File: src/hdl/spdq_pkg.sv
`timescale 1ns / 1ps
package spdq_pkg;

  localparam int FUNC_W   = 2;
  localparam int STATUS_W = 2;

  typedef enum logic [FUNC_W-1:0] {
    FUNC_INSERT      = 2'd0,
    FUNC_TAKE_URGENT = 2'd1,
    FUNC_TAKE_LAST   = 2'd2,
    FUNC_CLEAR       = 2'd3
  } func_t;

  typedef enum logic [STATUS_W-1:0] {
    ST_DONE  = 2'd0,
    ST_FULL  = 2'd1,
    ST_EMPTY = 2'd2
  } status_t;

  // the operation that every cell of the chain performs
  typedef enum logic [1:0] {
    CELL_HOLD,
    CELL_INSERT,
    CELL_SHIFT_DOWN
  } cell_op_t;

endpackage

File: src/hdl/spdq_cell.sv
`timescale 1ns / 1ps
module spdq_cell #(
  parameter int TAG_BITS  = 32,
  parameter int PRIO_BITS = 8
) (
  input  logic                 clk,
  input  spdq_pkg::cell_op_t   op,
  input  logic                 occ,
  input  logic [TAG_BITS-1:0]  in_tag,
  input  logic [PRIO_BITS-1:0] in_prio,
  input  logic                 prev_behind,
  input  logic [TAG_BITS-1:0]  prev_tag,
  input  logic [PRIO_BITS-1:0] prev_prio,
  input  logic [TAG_BITS-1:0]  next_tag,
  input  logic [PRIO_BITS-1:0] next_prio,
  output logic                 behind,
  output logic [TAG_BITS-1:0]  tag,
  output logic [PRIO_BITS-1:0] prio
);
  import spdq_pkg::*;

  // new entry goes behind every held entry whose priority value is lower or equal
  assign behind = occ && (prio <= in_prio);

  always_ff @(posedge clk) begin
    case (op)
      CELL_INSERT: begin
        if (!behind) begin
          if (prev_behind) begin
            tag  <= in_tag;
            prio <= in_prio;
          end else begin
            tag  <= prev_tag;
            prio <= prev_prio;
          end
        end
      end
      CELL_SHIFT_DOWN: begin
        tag  <= next_tag;
        prio <= next_prio;
      end
      default: begin
      end
    endcase
  end

endmodule

File: src/hdl/sorted_priority_deque_unit.sv
`timescale 1ns / 1ps
// result: the result strobe (done) is registered and rises in the cycle after the accepting edge
// throughput: one transaction per cycle, every cell of the chain compares and
// shifts in parallel; busy stays low
// reset: rst (synchronous) empties the queue and drops any pending strobe;
// entry contents are not cleared. the receiver cannot stall
module sorted_priority_deque_unit #(
  parameter int DEPTH       = 16,
  parameter int TAG_BITS    = 32,
  parameter int PRIO_BITS   = 8,
  localparam int CNT_W      = $clog2(DEPTH + 1)
) (
  input  logic                           clk,
  input  logic                           rst,
  input  logic                           start,
  output logic                           busy,
  input  logic [spdq_pkg::FUNC_W-1:0]    func,
  input  logic [TAG_BITS-1:0]            tag,
  input  logic [PRIO_BITS-1:0]           prio,
  output logic                           done,
  output logic [spdq_pkg::STATUS_W-1:0]  status,
  output logic                           is_empty,
  output logic [CNT_W-1:0]               entry_count,
  output logic [TAG_BITS-1:0]            head_tag,
  output logic [PRIO_BITS-1:0]           head_prio
);
  import spdq_pkg::*;

  logic [CNT_W-1:0]     count;
  logic [CNT_W-1:0]     count_next;
  status_t              status_r;
  status_t              status_next;
  cell_op_t             cell_op;
  logic                 accept;
  logic                 full;
  logic                 empty;
  func_t                fn;

  logic [DEPTH-1:0]     occ;
  logic [DEPTH-1:0]     behind;
  logic [TAG_BITS-1:0]  c_tag  [DEPTH];
  logic [PRIO_BITS-1:0] c_prio [DEPTH];

  assign busy   = 1'b0;
  assign accept = start && !busy;
  assign fn     = func_t'(func);
  assign full   = (count == CNT_W'(DEPTH));
  assign empty  = (count == '0);

  always_comb begin
    count_next  = count;
    status_next = ST_DONE;
    cell_op     = CELL_HOLD;
    case (fn)
      FUNC_INSERT: begin
        if (full) begin
          status_next = ST_FULL;
        end else begin
          cell_op    = CELL_INSERT;
          count_next = count + CNT_W'(1);
        end
      end
      FUNC_TAKE_URGENT: begin
        if (empty) begin
          status_next = ST_EMPTY;
        end else begin
          cell_op    = CELL_SHIFT_DOWN;
          count_next = count - CNT_W'(1);
        end
      end
      FUNC_TAKE_LAST: begin
        if (empty) begin
          status_next = ST_EMPTY;
        end else begin
          count_next = count - CNT_W'(1);
        end
      end
      default: begin
        count_next = '0;
      end
    endcase
    if (!accept) begin
      cell_op = CELL_HOLD;
    end
  end

  genvar i;
  generate
    for (i = 0; i < DEPTH; i++) begin : g_cell
      logic                 p_behind;
      logic [TAG_BITS-1:0]  p_tag;
      logic [PRIO_BITS-1:0] p_prio;
      logic [TAG_BITS-1:0]  n_tag;
      logic [PRIO_BITS-1:0] n_prio;

      assign occ[i] = (CNT_W'(i) < count);

      if (i == 0) begin : g_first
        assign p_behind = 1'b1;
        assign p_tag    = c_tag[0];
        assign p_prio   = c_prio[0];
      end else begin : g_mid
        assign p_behind = behind[i-1];
        assign p_tag    = c_tag[i-1];
        assign p_prio   = c_prio[i-1];
      end

      if (i == DEPTH - 1) begin : g_last
        assign n_tag  = c_tag[i];
        assign n_prio = c_prio[i];
      end else begin : g_inner
        assign n_tag  = c_tag[i+1];
        assign n_prio = c_prio[i+1];
      end

      spdq_cell #(
        .TAG_BITS  (TAG_BITS),
        .PRIO_BITS (PRIO_BITS)
      ) u_cell (
        .clk         (clk),
        .op          (cell_op),
        .occ         (occ[i]),
        .in_tag      (tag),
        .in_prio     (prio),
        .prev_behind (p_behind),
        .prev_tag    (p_tag),
        .prev_prio   (p_prio),
        .next_tag    (n_tag),
        .next_prio   (n_prio),
        .behind      (behind[i]),
        .tag         (c_tag[i]),
        .prio        (c_prio[i])
      );
    end
  endgenerate

  always_ff @(posedge clk) begin
    if (rst) begin
      count    <= '0;
      done     <= 1'b0;
      status_r <= ST_DONE;
    end else begin
      done <= accept;
      if (accept) begin
        count    <= count_next;
        status_r <= status_next;
      end
    end
  end

  assign status      = status_r;
  assign is_empty    = empty;
  assign entry_count = count;
  assign head_tag    = empty ? '0 : c_tag[0];
  assign head_prio   = empty ? '0 : c_prio[0];

endmodule

File: config.mk
export PLATFORM = sky130hd
export DESIGN_NAME = sorted_priority_deque_unit
export DESIGN_NICKNAME = d
export VERILOG_FILES = /design/src/hdl/spdq_pkg.sv /design/src/hdl/spdq_cell.sv /design/src/hdl/sorted_priority_deque_unit.sv
export SDC_FILE = /design/constraint.sdc
export NUM_CORES = 1
export LEC_CHECK = 0
export ABC_AREA = 1
export CORE_MARGIN = 4
export CORE_UTILIZATION = 25
export CTS_CLUSTER_DIAMETER = 100
export CTS_CLUSTER_SIZE = 12
export DETAILED_ROUTE_END_ITERATION = 10
export DONT_BUFFER_PORTS = 1
export PLACE_DENSITY = 0.4
export SLEW_MARGIN = 10
export SYNTH_ARGS = -nofsm -noshare
export SYNTH_HDL_FRONTEND = slang
export SYNTH_SLANG_ARGS = --single-unit
File: constraint.sdc
create_clock -name clk -period 9.5 [get_ports clk]
set_input_delay 0.95 -clock clk [delete_from_list [all_inputs] [get_ports clk]]
set_output_delay 0.95 -clock clk [all_outputs]
set_load 0.02 [all_outputs]
# --- Yosys cells after proc, flatten, opt, wreduce, memory -nomap -nowiden ---
# Index checks and enable logic that the tools add are counted.
classes:
  n_lt_le_gt_ge: 32
  mux: 102
  eq_ne: 22
  n_bitwise: 1
  n_reduce_logical: 37
  n_addsub: 2
ops:
  columns: ["op", "n"]
  rows:
  - ["two-way mux 32 bit", 31]
  - ["one-hot mux 32 bit (2 select lines)", 15]
  - ["two-way mux 8 bit", 31]
  - ["one-hot mux 8 bit (2 select lines)", 15]
  - ["<= comparator 8 bit", 16]
  - ["< comparator 4 x 5 -> 1 bit, first input constant", 8]
  - ["inequality test 2 bit, second input constant", 17]
  - ["AND reduction 2 bit", 16]
  - ["< comparator 3 x 5 -> 1 bit, first input constant", 4]
  - ["logical AND 1 bit", 16]
  - ["< comparator 1 x 5 -> 1 bit, first input constant", 2]
  - ["< comparator 2 x 5 -> 1 bit, first input constant", 2]
  - ["two-way mux 5 bit", 2]
  - ["one-hot mux 5 bit (2 select lines)", 1]
  - ["one-hot mux 2 bit (2 select lines)", 2]
  - ["two-way mux 2 bit", 3]
  - ["adder 5 x 1 -> 5 bit, second input constant", 1]
  - ["== test 5 bit, second input constant", 1]
  - ["zero test 5 bit", 1]
  - ["subtractor 5 x 1 -> 5 bit, second input constant", 1]
  - ["== test 2 x 1 -> 1 bit, second input constant", 2]
  - ["== test 2 bit, second input constant", 2]
  - ["AND reduction 3 bit", 1]
  - ["zero test 2 bit", 1]
  - ["4 further kinds", 5]
totals:
  ff_bits: 648

# --- Longest topological paths before layout ---
# Gate-level depths: netlist of run 1.
depth:
  word_depth: 7
  mapped_depth: 15
  mapped_depth_nobuf: 14

# --- By module ---
# From an unflattened synthesis of run 1, not the netlist that was laid out.
hier_totals:
  hier_cells: 4374
  area_unflattened_um2: 39140.0
modules_own_cells:
  columns: ["mod", "cells_each", "seq_area_each_um2", "n_inst", "area_each_um2"]
  rows:
  - ["spdq_cell", 261, 1201.2, 16, 2378.5]
  - ["sorted_priority_deque_unit", 198, 160.2, 1, 1083.5]

# --- Least setup slack after synthesis of run 1 ---
# Ideal clock, no wire load.
synth_timing:
  path_type: "input-to-reg"
  from: "in prio[3]"
  to: "reg g_cell[15].u_cell.prio[0] (enable)"
  required_time_ps: 9001
  setup_slack_ps: 3736
  cell_stages: 8
  path_buffers: 1
  arrival_time_ps: 5265
  cell_sequence: "inv_1 -> clkbuf_1 -> ha_1 -> nand2_1 -> o21ai_0 -> a21o_1 -> nand2_1 -> a21boi_0"
synth_via:
  elab_chain_cells: 4
synth_rtl:
  columns: ["item", "line", "source"]
  rows:
  - ["from (decl)", "sorted_priority_deque_unit.sv:19", "input logic [PRIO_BITS-1:0] prio,"]
  - ["<= comparator 8 bit", "spdq_cell.sv:23", "assign behind = occ && (prio <= in_prio);"]
  - ["logical AND 1 bit", "spdq_cell.sv:23", null]
  - ["NOT 1 bit (no line)", null, null]
  - ["AND reduction 2 bit (no line)", null, null]
  - ["to (signal assigned)", "spdq_cell.sv:31", "prio <= in_prio;"]
  - ["to (signal assigned)", "spdq_cell.sv:34", "prio <= prev_prio;"]
  - ["to (signal assigned)", "spdq_cell.sv:40", "prio <= next_prio;"]
  - ["to (decl)", "spdq_cell.sv:18", "output logic [PRIO_BITS-1:0] prio"]
# Every way passes these cells.
# A chain may end at the register's enable or synchronous reset.

# --- Worst setup path after layout of run 1 ---
layout_timing:
  from: "reg count[2] (netlist: entry_count[2])"
  to: "reg g_cell[0].u_cell.tag[17] (data pin)"
layout_via:
  elab_chain_cells: 6
layout_rtl:
  columns: ["item", "line", "source"]
  rows:
  - ["from (decl)", "sorted_priority_deque_unit.sv:29", "logic [CNT_W-1:0] count;"]
  - ["from (signal assigned)", "sorted_priority_deque_unit.sv:145", "count <= count_next;"]
  - ["== test 5 bit / zero test 5 bit (equally long branches)", "sorted_priority_deque_unit.sv:47, sorted_priority_deque_unit.sv:48", null]
  - ["two-way mux 1 bit / two-way mux 2 bit (equally long branches)", "sorted_priority_deque_unit.sv:56, sorted_priority_deque_unit.sv:64", null]
  - ["one-hot mux 2 bit (2 select lines) *", "sorted_priority_deque_unit.sv:54", "case (fn)"]
  - ["two-way mux 2 bit *", "sorted_priority_deque_unit.sv:82", "if (!accept) begin"]
  - ["== test 2 bit / == test 2 x 1 -> 1 bit (equally long branches)", null, null]
  - ["one-hot mux 32 bit (2 select lines) *", "spdq_cell.sv:26", "case (op)"]
  - ["to (signal assigned)", "spdq_cell.sv:30", "tag <= in_tag;"]
  - ["to (signal assigned)", "spdq_cell.sv:33", "tag <= prev_tag;"]
  - ["to (signal assigned)", "spdq_cell.sv:39", "tag <= next_tag;"]
  - ["to (decl)", "spdq_cell.sv:17", "output logic [TAG_BITS-1:0] tag,"]
# Every way passes the cells marked *; elsewhere a longest branch is shown, timed or not.

==> results of run 1 <==
[state kept, by name, indices dropped and copies added, names as in the netlist]
signal / flops
g_cell.u_cell.prio: 128
status: 2
g_cell.u_cell.tag: 512
entry_count: 5
done: 1
[placed cells by master (no fill, tap or decap), drive strengths merged]
cell / Yosys / layout
nand2: 2058 / 2058
nand3: 1170 / 1170
inv: 710 / 710
edfxtp: 640 / 640
ha: 135 / 135
buf: 147 / 88
clkbuf: 217 / 81
o21ai: 59 / 59
nor2: 56 / 56
a21oi: 47 / 47
nand4: 17 / 17
a21o: 15 / 15
dfxtp: 8 / 8
diode: 0 / 6
clkinv: 0 / 2
a41oi: 1 / 1
a31oi: 1 / 1
a21boi: 1 / 1
xor2: 1 / 1
o211ai: 1 / 1
conb: 1 / 1
[through the flow]
| step | cell area [µm²] | worst slack (ns) | util | instances | hold slack [ns] |
|---|---|---|---|---|---|
| finish | 43400 | 4.79 | 0.274 | 7170 | 0.337 |
| global route | 43400 | 4.46 | 0.274 | 7165 | 0.311 |
| CTS | 43400 | 4.78 | 0.274 | 7164 | 0.287 |
| detailed placement | 41800 | 4.76 | 0.264 | 7081 | 0.504 |
| global placement | 41800 | 4.75 | 0.264 | 7081 | 0.501 |
| floorplan | 40000 | 3.74 | - | 5285 | 0.495 |
[where the power goes]
group          total (mW)  internal (mW)  switching [mW]
Clock                2.33           1.13            1.20
Sequential           3.71           3.56           0.154
Combinational        2.06          0.525            1.54
[metal layers]
metal  share of wire  GRT usage  up-vias
met5               0          0        -
met4           0.018     0.0362        0
met3           0.049     0.0185      149
met2            0.45      0.284      962
met1            0.49      0.260    16700
li1                -          -    16500
[final timing paths]
path                                       startpoint                                  end  cells after the start
setup / recovery          entry_count[2]$_SDFFE_PP0P_   g_cell[0].u_cell.tag[17]$_DFFE_PP_                      9
hold / removal                                    rst          entry_count[4]$_SDFFE_PP0P_                      1
setup reg to reg          entry_count[2]$_SDFFE_PP0P_   g_cell[0].u_cell.tag[17]$_DFFE_PP_                      9
hold reg to reg   g_cell[15].u_cell.tag[21]$_DFFE_PP_  g_cell[14].u_cell.tag[21]$_DFFE_PP_                      2
[logic make-up (layout without fill, tap and decap cells)]
family / Yosys count / count (layout) / synth area share
compound gates: 125 / 125 / 0.0168
xor+xnor: 1 / 1 / 0.000219
fa+ha+maj: 135 / 135 / 0.0422
buf+inv: 1074 / 881 / 0.108
flops: 648 / 648 / 0.485
other cells: 1 / 7 / 0.0000938
simple gates: 3301 / 3301 / 0.348
[worst max-delay path, cell delays in order (launching register included)]
cell     delay (ns)
dfxtp_1        0.51
inv_1          0.28
nand2_2        0.12
nor2_4         0.18
nand2_4        0.33
nand3_4        0.47
buf_4          0.65
buf_4          0.67
buf_12         0.62
o21ai_0        0.20
[final cells by class]
cell class,instances,share of cell area
antenna,6,0.000346
clock buffer,81,0.0359
clock inverter,2,0.000749
inverter,710,0.0616
multi-input combinational,3563,0.379
sequential,648,0.446
tap,2072,0.0597
timing repair buffer,88,0.0164
==> run metrics, run 1 <==
result of the run=complete, no violations; ratio of cells with drive above 1 in the final layout=0.0367; global routing usage summed across all routing layers=0.178; data required time of the worst path=a little under 10 ns; final-report setup violation count=0; maximum clock rate=approximately 210 MHz; biggest fanout along the worst timing path=about 190; final WL=153000 µm; Rel. slew slack=0.263; setup repair after global routing missed its margin=false; max cap viols=0; first-pass detailed-route iteration total=6; core area=roughly 0.16 mm²; power per cell area=187 mW/mm²; average cell area after synthesis=approximately 7.6 µm²; data arrival time of the worst path=5.08 ns; cell with the most instances after synthesis=nand2_1; path category of the worst min-delay check=in2reg; number of flops mapped to enable cells by yosys=640; CTS sink cnt=648; Die W=~410 µm; detailed-route DRC error count=0; Std-Cell Rows=146; hold buffer count at CTS=0; largest voltage drop on the vdd net=between 100 and 150 µV; maximum number of pins on one net before global-route repair=187; Fin. Hold Viols=0; post-CTS setup-driven buffer insertion count=0; via count of the first global-routing pass=33900; shortest period the worst path allows=approximately 4.7 ns; CP endpoint kind=flop; Post-layout nets=5250; share of the yosys chip area belonging to registers=0.485; average detailed-routed wire length per instance=21.4 µm; Final Total Pwr=between 8 and 9 mW; leading area contributor after synthesis=edfxtp_1; area enclosed by the die boundary=0.166 mm²; CTS tree=built; ports placed on the boundary=95; syn_nets=5465; PortBufs=0; Leakage Power=between 20 and 25 nW; total overflow reported by the global router=0; Post-synth ARST share=0; wire length of the first global-routing pass=around 230000 µm; violation count after the first detailed-route iteration=between 2000 and 3000; most instantiated flip-flop cell in the synthesis netlist=edfxtp_1; Slew @ Worst Pin=approximately 1.1 ns; final weighted congestion in routability-driven placement=0.797; clock tree skew after final layout=about 0.024 ns; ratio of final minimum period to clock period=0.496; Reg clk slew, reported paths=approximately 0.070 ns; number of antenna violations at the first check in global routing=4; Vert. Die Dim=408 µm; commonest cells in the netlist=nand2_1, nand3_1, inv_1; via count=34400; critical path class=reg2reg; clock insertion delay at the later pin of the skew report=0.68 ns; number of gates given a new drive strength after cts=0; Synth Register Bits=648; cell types with the largest area share after synthesis=edfxtp_1, nand2_1, nand3_1, inv_1, ha_1; kind of start point of the critical path=flop; setup tns final=0 ns; htree depth=2; placed wire-length estimate=94700 µm; Max clock buf depth=3; area used by multi-input combinational logic=0.0165 mm²; Post-Syn Area=~0.04 mm²; synthesis-to-finish area growth=8.61%; DR vias/cell=4.79; Clock Root Buffer=clkbuf_16; Distinct cells, synth=30; initial cell density of the core=0.252; clock buffer count from CTS=59; slack of the worst reg-to-reg path=4.79 ns; combined flip-flop and latch cell area=0.0194 mm²; Cells after Synth=~5300; portion of synthesized cell area occupied by the leading cell type=0.481; final count of pins violating max slew=0; antenna-violating nets left=0; count of yosys warnings during synthesis=0; Filler Cells Inserted=17500
Note: power is estimated with default switching activity, not from simulation.
==> inputs of run 2 (changes only) <==
--- a/config.mk
+++ b/config.mk
@@ -12,7 +12,7 @@
 export CTS_CLUSTER_SIZE = 12
 export DETAILED_ROUTE_END_ITERATION = 10
 export DONT_BUFFER_PORTS = 1
-export PLACE_DENSITY = 0.4
+export PLACE_DENSITY = 0.42
 export SLEW_MARGIN = 10
 export SYNTH_ARGS = -nofsm -noshare
 export SYNTH_HDL_FRONTEND = slang
==> constraint.sdc (replaced) <==
create_clock -name clk -period 4.2 [get_ports clk]
set_input_delay 0.42 -clock clk [delete_from_list [all_inputs] [get_ports clk]]
set_output_delay 0.42 -clock clk [all_outputs]
set_load 0.02 [all_outputs]
==> run 2 against run 1 <==
Effect of this change: die area is the same; via count grew 1.4%; largest power group unchanged; combinational power grew 130%; count of clock-buffer cells in the layout shrank 11; highest routed layer unchanged; routed wire length grew 1.3%; power grew 130%; cell area grew 1.8%; global-route usage grew 0.23 points; sequential share of layout area shrank 0.81 points; flip-flop and latch count is the same.
==> run metrics, run 2 (same netlist as run 1, synthesis figures left out) <==
clock tree skew after final layout=0.0170 ns (-0.00713 ns); final WL=155000 µm (+1.3%); commonest cells after routing, fill and taps aside=nand2_1, nand3_1, inv_1; violation count after the first detailed-route iteration=3364 (+14%); global routing usage summed across all routing layers=0.180 (+0.00226); launch point of the worst reg-to-reg path=entry_count[0]$_SDFFE_PP0P_; final weighted congestion in routability-driven placement=0.794 (-0.43%); capturing point of the worst reg2reg path=g_cell[14].u_cell.tag[24]$_DFFE_PP_; antenna-violating nets left=0 (unchanged); Min-Delay Endpoint=g_cell[15].u_cell.tag[21]$_DFFE_PP_; via count of the first global-routing pass=33700 (-0.53%); ports placed on the boundary=95 (unchanged); most common library cell in the layout ignoring fill and taps=nand2_1; area enclosed by the die boundary=0.166 mm² (unchanged); initial cell density of the core=0.252 (unchanged); CTS sink cnt=648 (unchanged); core area=0.159 mm² (unchanged); power per cell area=414 mW/mm² (+120%); setup tns final=0 ns (unchanged); final-report setup violation count=0 (unchanged); Post-layout nets=5317 (+1.3%); clock buffer count from CTS=59 (unchanged); data arrival time of the worst path=3.82 ns (-1.26 ns); number of antenna violations at the first check in global routing=10 (+6); path category of the worst min-delay check=in2reg; data required time of the worst path=4.72 ns (-5.15 ns); Die W=408 µm (unchanged); largest voltage drop on the vdd net=331 µV (+130%); post-CTS setup-driven buffer insertion count=0 (unchanged); area used by multi-input combinational logic=0.0165 mm² (about the same); register with the most flip-flops=g_cell.u_cell.tag; ratio of cells with drive above 1 in the final layout=0.0416 (+0.00485); PortBufs=0 (unchanged); Fin. Hold Viols=0 (unchanged); slack of the worst reg-to-reg path=0.91 ns (-3.88 ns); Placed Cells=7108 (+0.38%); sw power=6.50 mW (+120%); critical path class=reg2reg; r2r worst-path depth=11 (+2); post-route setup slack=0.906 ns (-3.88 ns); detailed-route DRC error count=0 (unchanged); combined flip-flop and latch cell area=0.0194 mm² (unchanged); CTS tree=built; max cap viols=0 (unchanged); post-placement setup slack=0.999 ns (-3.76 ns); DR vias/cell=4.82 (+0.57%); htree depth=2 (unchanged); first-pass detailed-route iteration total=5 (-1); switching share of power=0.355 (-0.00213); wire length of the first global-routing pass=233000 µm (+1.3%); Max clock buf depth=3 (unchanged); shortest period the worst path allows=3.29 ns (-1.42 ns); Min-Delay Path Depth=2 (+1); Hold Startpoint=tag[21]; Leakage Power=20.9 nW (+1.8%); Placement Cell Area=0.0423 mm² (+1.0%); placed wire-length estimate=96000 µm (+1.4%); Std-Cell Rows=146 (unchanged); via count=34800 (+1.4%); part of the power in the clock network=0.281 (-0.006); setup repair after global routing missed its margin=false; hold buffer count at CTS=40 (+40); number of gates given a new drive strength after cts=0 (unchanged); design area=0.0442 mm² (+1.8%); Slew @ Worst Pin=1.01 ns (-0.0891 ns); Vert. Die Dim=408 µm (unchanged); result of the run=complete, no violations; flip-flop count of the largest register after layout=512 (unchanged); CP endpoint kind=flop; kind of start point of the critical path=flop; synthesis-to-finish area growth=10.6%; sequential fraction of design power=0.458 (about the same); clock insertion delay at the later pin of the skew report=0.67 ns (about the same); final cell count without fillers=7228 (+0.81%); biggest fanout along the worst timing path=159 (-15%); Internal Power=11.8 mW (+130%); total overflow reported by the global router=0 (unchanged); ratio of final minimum period to clock period=0.784 (+0.288); Filler Cells Inserted=17300 (-0.95%); maximum clock rate=304 MHz (+43%); part of the power in combinational logic=0.261 (+0.006); maximum number of pins on one net before global-route repair=160 (-14%); average detailed-routed wire length per instance=21.5 µm (+0.44%); final count of pins violating max slew=0 (unchanged); Reg clk slew, reported paths=0.07 ns (about the same); Clock Root Buffer=clkbuf_16; Rel. slew slack=0.322 (+0.0588)
[run 2: cell types whose count changed in the layout (fill, tap and decap cells not counted)]
cell           before  now
buf_12              4   24
buf_4              84   91
nand2_4             4    1
dlygate4sd3_1       0   40
diode_2             6    8
nand2_2            18   21
clkbuf_1           22   11
[run 2: worst max path at each step]
stage	start	to	slack, ns	cells past startpoint
4_1_cts	entry_count[0]$_SDFFE_PP0P_	head_tag[13]	0.94	6
2_1_floorplan	prio[3]	g_cell[15].u_cell.prio[0]$_DFFE_PP_	0.07	8
5_1_grt	entry_count[0]$_SDFFE_PP0P_	g_cell[14].u_cell.tag[24]$_DFFE_PP_	0.78	11
3_3_place_gp	prio[3]	g_cell[7].u_cell.tag[13]$_DFFE_PP_	1.00	13
3_5_place_dp	prio[3]	g_cell[11].u_cell.tag[15]$_DFFE_PP_	1.0	13
6_report	entry_count[0]$_SDFFE_PP0P_	g_cell[14].u_cell.tag[24]$_DFFE_PP_	0.91	11
[run 2: worst max-delay path, stage by stage (launching register included)]
cell and delay (ns):
dfxtp_1 0.56, inv_2 0.22, ha_1 0.30, nand2_1 0.10, nor2_2 0.06, nor2_1 0.11
nand2_2 0.09, nand3_4 0.22, buf_12 0.25, buf_12 0.51, nand3_1 0.35, nand2_1 0.13
[run 2: per-stage QoR]
stage          hold slack [ns]  utilization  power (mW)
3_3_place_gp             0.492        0.266        13.2
4_1_cts               0.000855        0.279        18.5
5_1_grt                 0.0382        0.279        19.3
2_1_floorplan            0.489            -        11.5
3_5_place_dp             0.493        0.266        13.3
6_report                0.0486        0.279        18.3
[run 2: metal layers]
metal,track usage,up-vias,wire length [µm]
li1,-,16700,-
met1,0.267,17000,74500
met2,0.287,1090,69600
met3,0.0176,128,8630
met4,0.0310,0,2390
met5,0,-,0
[run 2: final cells by class]
cell class              instances  area share
diodes                          8    0.000453
clock buffers                  70      0.0343
clock inverters                 2    0.000735
inverters                     710      0.0605
multi-input cells            3563       0.372
flip-flops and latches        648       0.438
well taps                    2072      0.0586
repair buffers                155      0.0354
[run 2: power by group through the flow]
stage | Combinational [mW] | Sequential [mW] | Clock, mW
after floorplan | 3.16 | 8.39 | 0
after global placement | 4.69 | 8.51 | 0
after detailed placement | 4.73 | 8.52 | 0
after CTS | 4.81 | 8.38 | 5.30
after global routing | 5.36 | 8.43 | 5.49
final | 4.78 | 8.38 | 5.15
